===== src/hw/rtl/phm_pkg.sv =====
// phm_pkg: shared types and constants for the ping heartbeat monitor.
// No dependencies; used by phm_core and ping_heartbeat_monitor.
`default_nettype none

package phm_pkg;

	// Configuration register map
	localparam int CfgRegCount = 2;
	localparam int CfgIdxWidth = 1;
	localparam int CfgDataWidth = 16;
	localparam logic [CfgIdxWidth-1:0] CFG_REQ_INTERVAL  = 1'b0;
	localparam logic [CfgIdxWidth-1:0] CFG_REPLY_TIMEOUT = 1'b1;

	localparam logic [CfgDataWidth-1:0] PingIntervalReset = 16'd1000;
	localparam logic [CfgDataWidth-1:0] PingTimeoutReset  = 16'd4000;

	// Fixed field widths
	localparam int IdWidth = 32;
	localparam int CountWidth = 32;
	localparam int RttWidth = 32;
	localparam int FlagsMaxWidth = 32;

	// Parameter defaults
	localparam int TimeWidthDef = 32;
	localparam int FlagsWidthDef = 8;
	localparam int FullBitDef = 2;
	localparam int ReadyBitDef = 0;
	localparam int HasBeenReadyBitDef = 1;

	typedef enum logic [1:0] {
		KIND_INIT     = 2'd0,
		KIND_FAILED   = 2'd1,
		KIND_MEASURED = 2'd2
	} reading_kind_t;

	typedef enum logic [2:0] {
		STATUS_INIT   = 3'd0,
		STATUS_FAILED = 3'd1,
		STATUS_FULL   = 3'd2,
		STATUS_READY  = 3'd3,
		STATUS_LOCKED = 3'd4,
		STATUS_WAIT   = 3'd5
	} status_t;

endpackage

`default_nettype wire


===== src/hw/rtl/phm_core.sv =====
// phm_core: keep-alive state, configuration registers and the per-poll update.
// Depends on phm_pkg. Produces the post-update result of the poll held upstream.
`default_nettype none

module phm_core #(
	parameter int TIME_WIDTH = phm_pkg::TimeWidthDef,
	parameter int FLAGS_WIDTH = phm_pkg::FlagsWidthDef,
	parameter int FULL_BIT = phm_pkg::FullBitDef,
	parameter int READY_BIT = phm_pkg::ReadyBitDef,
	parameter int HAS_BEEN_READY_BIT = phm_pkg::HasBeenReadyBitDef
) (
	input  wire logic                                clk,
	input  wire logic                                arst_n,
	input  wire logic                                cfg_we,
	input  wire logic [phm_pkg::CfgIdxWidth-1:0]     cfg_index,
	input  wire logic [phm_pkg::CfgDataWidth-1:0]    cfg_wdata,
	input  wire logic                                step,
	input  wire logic                                op,
	input  wire logic [TIME_WIDTH-1:0]               time_now,
	input  wire logic [phm_pkg::IdWidth-1:0]         resp_id,
	input  wire logic [FLAGS_WIDTH-1:0]              resp_flags,
	output logic                                     send_ping,
	output logic [phm_pkg::IdWidth-1:0]              request_id,
	output logic [phm_pkg::RttWidth-1:0]             round_trip,
	output phm_pkg::status_t                         server_status,
	output logic [phm_pkg::CountWidth-1:0]           sent_count,
	output logic [phm_pkg::CountWidth-1:0]           lost_count,
	output logic [FLAGS_WIDTH-1:0]                   server_flags
);
	import phm_pkg::*;

	logic [CfgDataWidth-1:0] interval_q, timeout_q;

	logic                    awaiting_q, awaiting_n;
	logic [TIME_WIDTH-1:0]   last_time_q, last_time_n;
	logic [IdWidth-1:0]      id_q, id_n;
	logic [RttWidth-1:0]     rtt_q, rtt_n;
	reading_kind_t           kind_q, kind_n;
	logic [FLAGS_WIDTH-1:0]  flags_q, flags_n;
	logic [CountWidth-1:0]   sent_q, sent_n;
	logic [CountWidth-1:0]   lost_q, lost_n;

	logic [TIME_WIDTH-1:0]    elapsed;
	logic [FlagsMaxWidth-1:0] flags_ext;
	logic                     send_n;

	// config writes
	always_ff @(posedge clk or negedge arst_n) begin
		if (!arst_n) begin
			interval_q <= PingIntervalReset;
			timeout_q <= PingTimeoutReset;
		end else if (cfg_we) begin
			case (cfg_index)
				CFG_REQ_INTERVAL:  interval_q <= cfg_wdata;
				CFG_REPLY_TIMEOUT: timeout_q <= cfg_wdata;
				default: ;
			endcase
		end
	end

	assign elapsed = time_now - last_time_q;

	always_comb begin
		awaiting_n = awaiting_q;
		last_time_n = last_time_q;
		id_n = id_q;
		rtt_n = rtt_q;
		kind_n = kind_q;
		flags_n = flags_q;
		sent_n = sent_q;
		lost_n = lost_q;
		send_n = 1'b0;
		if (awaiting_q) begin
			if (op) begin
				// only the matching reply closes the wait
				if (resp_id == id_q) begin
					awaiting_n = 1'b0;
					rtt_n = RttWidth'(elapsed);
					kind_n = KIND_MEASURED;
					last_time_n = time_now;
					flags_n = resp_flags;
				end
			end else if (elapsed >= TIME_WIDTH'(timeout_q)) begin
				// timeout keeps the request time as the event reference
				awaiting_n = 1'b0;
				kind_n = KIND_FAILED;
				lost_n = lost_q + 1'b1;
			end
		end else if (elapsed >= TIME_WIDTH'(interval_q)) begin
			id_n = id_q + 1'b1;
			last_time_n = time_now;
			awaiting_n = 1'b1;
			sent_n = sent_q + 1'b1;
			send_n = 1'b1;
		end
	end

	always_ff @(posedge clk or negedge arst_n) begin
		if (!arst_n) begin
			awaiting_q <= 1'b0;
			last_time_q <= '0;
			id_q <= '0;
			rtt_q <= '0;
			kind_q <= KIND_INIT;
			flags_q <= '0;
			sent_q <= '0;
			lost_q <= '0;
		end else if (step) begin
			awaiting_q <= awaiting_n;
			last_time_q <= last_time_n;
			id_q <= id_n;
			rtt_q <= rtt_n;
			kind_q <= kind_n;
			flags_q <= flags_n;
			sent_q <= sent_n;
			lost_q <= lost_n;
		end
	end

	// status decode on the updated state
	assign flags_ext = FlagsMaxWidth'(flags_n);

	always_comb begin
		case (kind_n)
			KIND_INIT:   server_status = STATUS_INIT;
			KIND_MEASURED: begin
				if (flags_ext[FULL_BIT])
					server_status = STATUS_FULL;
				else if (flags_ext[READY_BIT])
					server_status = STATUS_READY;
				else if (flags_ext[HAS_BEEN_READY_BIT])
					server_status = STATUS_LOCKED;
				else
					server_status = STATUS_WAIT;
			end
			default:     server_status = STATUS_FAILED;
		endcase
	end

	assign send_ping = send_n;
	assign request_id = id_n;
	assign round_trip = (kind_n == KIND_MEASURED) ? rtt_n : '0;
	assign sent_count = sent_n;
	assign lost_count = lost_n;
	assign server_flags = flags_n;

	// a request goes out only from idle
	a_send_from_idle: assert property (@(posedge clk) disable iff (!arst_n)
		step && send_n |-> !awaiting_q)
		else $error("request issued while a reply was pending");

	// sent counter moves by exactly one per request
	a_sent_count: assert property (@(posedge clk) disable iff (!arst_n)
		step && send_n |=> sent_q == $past(sent_q) + 1'b1)
		else $error("sent counter out of step with requests");

	// a loss is counted only when a pending wait ends without a reply
	a_loss_ends_wait: assert property (@(posedge clk) disable iff (!arst_n)
		step && (lost_n != lost_q) |-> awaiting_q && !awaiting_n && !op)
		else $error("loss counted outside a timeout");

endmodule

`default_nettype wire


===== src/hw/rtl/ping_heartbeat_monitor.sv =====
// Ping heartbeat monitor: a poll passes the input register, then the result register;
// one poll per cycle sustained while the output does not stall, set by the single update
// pass in phm_core. Output stall back-pressures the input only when both registers hold
// work. Asynchronous active-low reset clears the core state, counters and valid flags, sets
// the request interval to 1000, the reply timeout to 4000, and leaves both channels empty.
`default_nettype none

module ping_heartbeat_monitor #(
	parameter int TIME_WIDTH = phm_pkg::TimeWidthDef,
	parameter int FLAGS_WIDTH = phm_pkg::FlagsWidthDef,
	parameter int FULL_BIT = phm_pkg::FullBitDef,
	parameter int READY_BIT = phm_pkg::ReadyBitDef,
	parameter int HAS_BEEN_READY_BIT = phm_pkg::HasBeenReadyBitDef
) (
	input  wire logic                             clk,
	input  wire logic                             arst_n,
	// configuration write port
	input  wire logic                             cfg_we,
	input  wire logic [phm_pkg::CfgIdxWidth-1:0]  cfg_index,
	input  wire logic [phm_pkg::CfgDataWidth-1:0] cfg_wdata,
	// poll channel
	input  wire logic                             in_valid,
	output logic                                  in_stall,
	input  wire logic                             op,
	input  wire logic [TIME_WIDTH-1:0]            time_now,
	input  wire logic [phm_pkg::IdWidth-1:0]      resp_id,
	input  wire logic [FLAGS_WIDTH-1:0]           resp_flags,
	// result channel
	output logic                                  out_valid,
	input  wire logic                             out_stall,
	output logic                                  send_ping,
	output logic [phm_pkg::IdWidth-1:0]           request_id,
	output logic [phm_pkg::RttWidth-1:0]          round_trip,
	output logic [2:0]                            server_status,
	output logic [phm_pkg::CountWidth-1:0]        sent_count,
	output logic [phm_pkg::CountWidth-1:0]        lost_count,
	output logic [FLAGS_WIDTH-1:0]                server_flags
);
	import phm_pkg::*;

	// Input register: one poll transaction waiting for the update pass.
	logic                   valid_s1;
	logic                   op_s1;
	logic [TIME_WIDTH-1:0]  time_s1;
	logic [IdWidth-1:0]     resp_id_s1;
	logic [FLAGS_WIDTH-1:0] resp_flags_s1;

	// Result register.
	logic                   valid_s2;

	logic                   advance;
	logic                   in_take;

	logic                   send_c;
	logic [IdWidth-1:0]     req_id_c;
	logic [RttWidth-1:0]    rtt_c;
	status_t                status_c;
	logic [CountWidth-1:0]  sent_c, lost_c;
	logic [FLAGS_WIDTH-1:0] flags_c;

	// The held poll is processed when the result register is empty or is being
	// drained this cycle; state in phm_core updates on that same edge.
	assign advance = valid_s1 && (!valid_s2 || !out_stall);
	assign in_stall = valid_s1 && !advance;
	assign in_take = in_valid && !in_stall;

	always_ff @(posedge clk or negedge arst_n) begin
		if (!arst_n) begin
			valid_s1 <= 1'b0;
		end else if (in_take) begin
			valid_s1 <= 1'b1;
		end else if (advance) begin
			valid_s1 <= 1'b0;
		end
	end

	always_ff @(posedge clk) begin
		if (in_take) begin
			op_s1 <= op;
			time_s1 <= time_now;
			resp_id_s1 <= resp_id;
			resp_flags_s1 <= resp_flags;
		end
	end

	phm_core #(
		.TIME_WIDTH(TIME_WIDTH),
		.FLAGS_WIDTH(FLAGS_WIDTH),
		.FULL_BIT(FULL_BIT),
		.READY_BIT(READY_BIT),
		.HAS_BEEN_READY_BIT(HAS_BEEN_READY_BIT)
	) u_core (
		.clk(clk),
		.arst_n(arst_n),
		.cfg_we(cfg_we),
		.cfg_index(cfg_index),
		.cfg_wdata(cfg_wdata),
		.step(advance),
		.op(op_s1),
		.time_now(time_s1),
		.resp_id(resp_id_s1),
		.resp_flags(resp_flags_s1),
		.send_ping(send_c),
		.request_id(req_id_c),
		.round_trip(rtt_c),
		.server_status(status_c),
		.sent_count(sent_c),
		.lost_count(lost_c),
		.server_flags(flags_c)
	);

	// Result register: filled on advance, emptied when the consumer takes it.
	always_ff @(posedge clk or negedge arst_n) begin
		if (!arst_n) begin
			valid_s2 <= 1'b0;
		end else if (advance) begin
			valid_s2 <= 1'b1;
		end else if (!out_stall) begin
			valid_s2 <= 1'b0;
		end
	end

	always_ff @(posedge clk) begin
		if (advance) begin
			send_ping <= send_c;
			request_id <= req_id_c;
			round_trip <= rtt_c;
			server_status <= status_c;
			sent_count <= sent_c;
			lost_count <= lost_c;
			server_flags <= flags_c;
		end
	end

	assign out_valid = valid_s2;

	// back-pressure only when both stages are occupied and the output is stuck
	a_stall_cause: assert property (@(posedge clk) disable iff (!arst_n)
		in_stall |-> valid_s1 && valid_s2 && out_stall)
		else $error("input stalled without a blocked result");

	// a drained result with nothing behind it leaves the output empty
	a_drain: assert property (@(posedge clk) disable iff (!arst_n)
		valid_s2 && !out_stall && !advance |=> !valid_s2)
		else $error("result transaction repeated");

	// every processed poll shows up as a result on the next cycle
	a_advance_result: assert property (@(posedge clk) disable iff (!arst_n)
		advance |=> valid_s2)
		else $error("processed poll produced no result");

endmodule

`default_nettype wire

===== config.mk =====
export PLATFORM = sky130hd
export DESIGN_NAME = ping_heartbeat_monitor
export DESIGN_NICKNAME = d
export VERILOG_FILES = /design/src/hw/rtl/phm_pkg.sv /design/src/hw/rtl/phm_core.sv /design/src/hw/rtl/ping_heartbeat_monitor.sv
export SDC_FILE = /design/constraint.sdc
export NUM_CORES = 1
export LEC_CHECK = 0
export BUFFER_PORTS_ARGS = -buffer_cell sky130_fd_sc_hd__buf_2
export CORE_MARGIN = 2
export CORE_UTILIZATION = 35
export CTS_CLUSTER_SIZE = 24
export DETAILED_ROUTE_END_ITERATION = 16
export SYNTH_ARGS = -nofsm -noshare
export SYNTH_HDL_FRONTEND = slang
export SYNTH_SLANG_ARGS = --single-unit
export TNS_END_PERCENT = 5

===== constraint.sdc =====
create_clock -name clk -period 17.5 [get_ports clk]
set_input_delay 1.75 -clock clk [delete_from_list [all_inputs] [get_ports clk]]
set_output_delay 1.75 -clock clk [all_outputs]
set_load 0.005 [all_outputs]

==> flow_summary.toml <==
[power_and_ir_drop]
p_leak_nw = 10.86
peakVddDrop_v = 0.00009172
total_power_w = 0.003332
power.density_nw_per_um2 = 136.6

[synth]
synthArstFlopShare_pct = 49.04
muxShareOfSynthArea_pct = 4.588
avgSynthCellArea_um2 = 11.23
synth-xor-area-share_pct = 10.08
synth_compound_area_share_pct = 6.747
yosysSeqAreaShare_pct = 55.32
synth_ff_type = "edfxtp_1"
ys_types = 76
yosysWarnings = 0
synth-adder-area-share_pct = 4.054
synthSimpleGateAreaFrac_pct = 15.77
syn_area_um2 = 20860
syn_inst = 1857
synth.net_count = 2019
synth_edf_count = 213
ys_seq_elements = 418
synth_top_family_by_area = "simple AND/OR/NAND/NOR gates"

[routing]
antenna_left = 0
drtPass1Iterations = 5
wire_per_inst_um = 18.47
drc = 0
wl_um = 53260
avgViaCountPerCell = 5.097
vias = 14700
drtIter0Drc = 1068

[global_route]
gr-total-overflow = 0
first_global_vias = 14460
grt_usage_pct = 17.17
grt_max_degree = 100
grt_first_pass_wirelength_um = 82010
antenna_found_initial = 2

[layout]
fillers = 5680
diodes = 0
fin_cells = 2884
drive_gt1_share_pct = 20.61
area_delta_synth_final_pct = 16.91
layout.nets = 2233

[setup_path]
worst_ep_required_time_ns = 17.82
worst_setup_path_start_kind = "flip-flop"
slowest_stage = "buf_4"
cpMostUsedCell = "a21o_1"
path_cells = "ha_1, o211ai_1, a21o_1, nand2_1, a21boi_0, o21bai_1, a21oi_1, xnor2_1, ha_1, a21o_1, a21o_1, a2111oi_0, o211ai_1, or4_4, nor2_4, buf_4, nor3_1, xor2_1"
worstPathArrival_ns = 5.76
cp.buffers_inverters = 1
critPathMaxFanout = 98
criticalPathCategory = "reg2reg"
max_stage_delay_ns = 0.75
reg2regPathDepth = 18
crit_family = "compound AO/OA/AOI/OAI gates"
endpoint_kind = "flip-flop"
cp.depth = 18

[place]
dp_worst_setup_slack_ns = 12.08
dp.cells = 2793
port_buffers = 236
place_hpwl_um = 37480
gp_congestion = 0.8616

[sta]
relSlewSlack_pct = 17.17
finalHoldViolations = 0
layout_setup_ws_ns = 12.06
slew_violations = 0
setup_tns_ns = 0
setup_viol = 0
fin_crit_sh_pct = 31.08
min_period_ns = 5.439
worst_slew_pin_slew_ns = 1.233
grt_setup_unrepaired = "no"
fin_skew_ns = 0.02033
fmax_mhz = 183.8

[floorplan]
die_w_um = 248.1
die_area_um2 = 61570
start_util_pct = 35.35
die_h_um = 248.1
io_pins = 237
num_rows = 89
coreArea_um2 = 59020

[clock_tree]
numCtsBuffers = 49
cts_tree = "yes"
htree_levels = 2
clock_sinks = 418
cts_hold_buf = 0
clkLatencyLatePin_ns = 0.59
cts.path.max_buffers = 3
cts_root_buf = "clkbuf_16"
cts_setup_buffers = 0
clkTransAtPathRegs_ns = 0.06
cts.repair.resized = 0

[run_status]
status = "finished, final reports clean"

[min_path]
whs_path_depth = 2
min_path_type = "reg2reg"

[run]
drv_cap = 0
## through the flow
stage / hold slack [ns] / util, % / cell area, um^2
3_3_place_gp: 0.4438 / 38.55 / 22750
6_report: 0.4653 / 41.33 / 24390
4_1_cts: 0.4680 / 41.33 / 24390
3_5_place_dp: 0.4537 / 38.55 / 22750
5_1_grt: 0.4849 / 41.33 / 24390
2_1_floorplan: 0.4331 / - / 20860
## layout by cell type, fill, tap and decap left out, types with 31 or more instances in the layout
| cell | synthesis | layout |
|---|---|---|
| a21oi_1 | 44 | 44 |
| buf_2 | 14 | 235 |
| mux2_2 | 60 | 60 |
| o21ai_0 | 65 | 65 |
| nand3_1 | 95 | 94 |
| inv_1 | 76 | 75 |
| xor2_1 | 127 | 127 |
| edfxtp_1 | 213 | 213 |
| dfrtp_1 | 193 | 192 |
| clkbuf_16 | 0 | 50 |
| nor3_1 | 86 | 86 |
| ha_1 | 66 | 66 |
| and3_1 | 41 | 41 |
| nand4_1 | 31 | 31 |
| xnor2_1 | 113 | 113 |
| nand2_1 | 206 | 205 |
| nor2_1 | 89 | 88 |
## cell usage after synthesis, drive strengths merged, types with 59 or more instances
master  instances  share of area, %
edfxtp        213                31
nand2         207               3.7
dfrtp         193                23
xor2          127               5.3
xnor2         113               4.7
nand3          95               2.3
nor2           91               1.7
nor3           86               2.1
inv            76               1.4
o21ai          68               1.6
ha             66               4.0
mux2           63               3.4
clkbuf         59               1.1
## metal layers
layer	share of wire [%]	global-route usage, %	vias to the layer above	wire length [um]
met4	2.6	5.287	2	1376
met1	45	23.55	7216	24150
li1	-	-	7032	-
met2	47	28.01	373	25030
met3	5.0	2.640	77	2682
met5	0.024	0	-	13
## sequential cells by signal, indices dropped and copies added, names as in the netlist, 32 cells and up
signal	flops
time_s1	32
u_core.id_q	32
sent_count	32
lost_count	32
resp_id_s1	32
round_trip	32
u_core.sent_q	32
u_core.last_time_q	32
u_core.lost_q	32
u_core.rtt_q	32
request_id	32
## worst paths after layout
kind	startpoint	endpoint	slack [ns]
hold reg to reg	u_core.flags_q[7]$_DFFE_PN0P_	u_core.flags_q[7]$_DFFE_PN0P_	0.47
max in group asynchronous	arst_n	u_core.awaiting_q$_DFFE_PN0P_	14.86
setup / recovery	time_s1[2]$_DFFE_PP_	sent_count[17]$_DFFE_PP_	12.06
setup reg to reg	time_s1[2]$_DFFE_PP_	sent_count[17]$_DFFE_PP_	12.06
min in group asynchronous	arst_n	u_core.last_time_q[9]$_DFFE_PN0P_	1.20
hold / removal	u_core.flags_q[7]$_DFFE_PN0P_	u_core.flags_q[7]$_DFFE_PN0P_	0.47
## cell type report
class	instances	area [um^2]	area share (%)
inverter	76	290.3	1.190
multi-input combinational	1272	8625	35.36
clock buffer	66	1351	5.540
sequential	418	11540	47.32
timing repair buffer	254	1325	5.433
clock inverter	25	289.0	1.185
tap	773	967.2	3.966
## report_power, final
group          switching [W]  internal, W  leakage [nW]
sequential         0.0000708      0.00116          4.78
clock               0.000415     0.000618         0.798
combinational       0.000662     0.000410          5.28
## worst reg2reg max path, stage by stage (launching register included)
cell	delay, ns
edfxtp_1	0.38
ha_1	0.36
o211ai_1	0.22
a21o_1	0.14
nand2_1	0.08
a21boi_0	0.29
o21bai_1	0.11
a21oi_1	0.18
xnor2_1	0.27
ha_1	0.35
a21o_1	0.18
a21o_1	0.16
a2111oi_0	0.46
o211ai_1	0.22
or4_4	0.48
nor2_4	0.11
buf_4	0.75
nor3_1	0.26
xor2_1	0.19
## kinds of logic (layout without fill, tap and decap cells)
group / count (synthesis) / count (layout)
buffers and inverters: 167 / 421
muxes: 87 / 87
AOI/OAI and AO/OA: 214 / 214
and+or+nand+nor: 664 / 664
xor gates and xnor gates: 240 / 240
adders and majority gates: 67 / 67
DFF: 418 / 418
(Power assumes the default switching activity.)
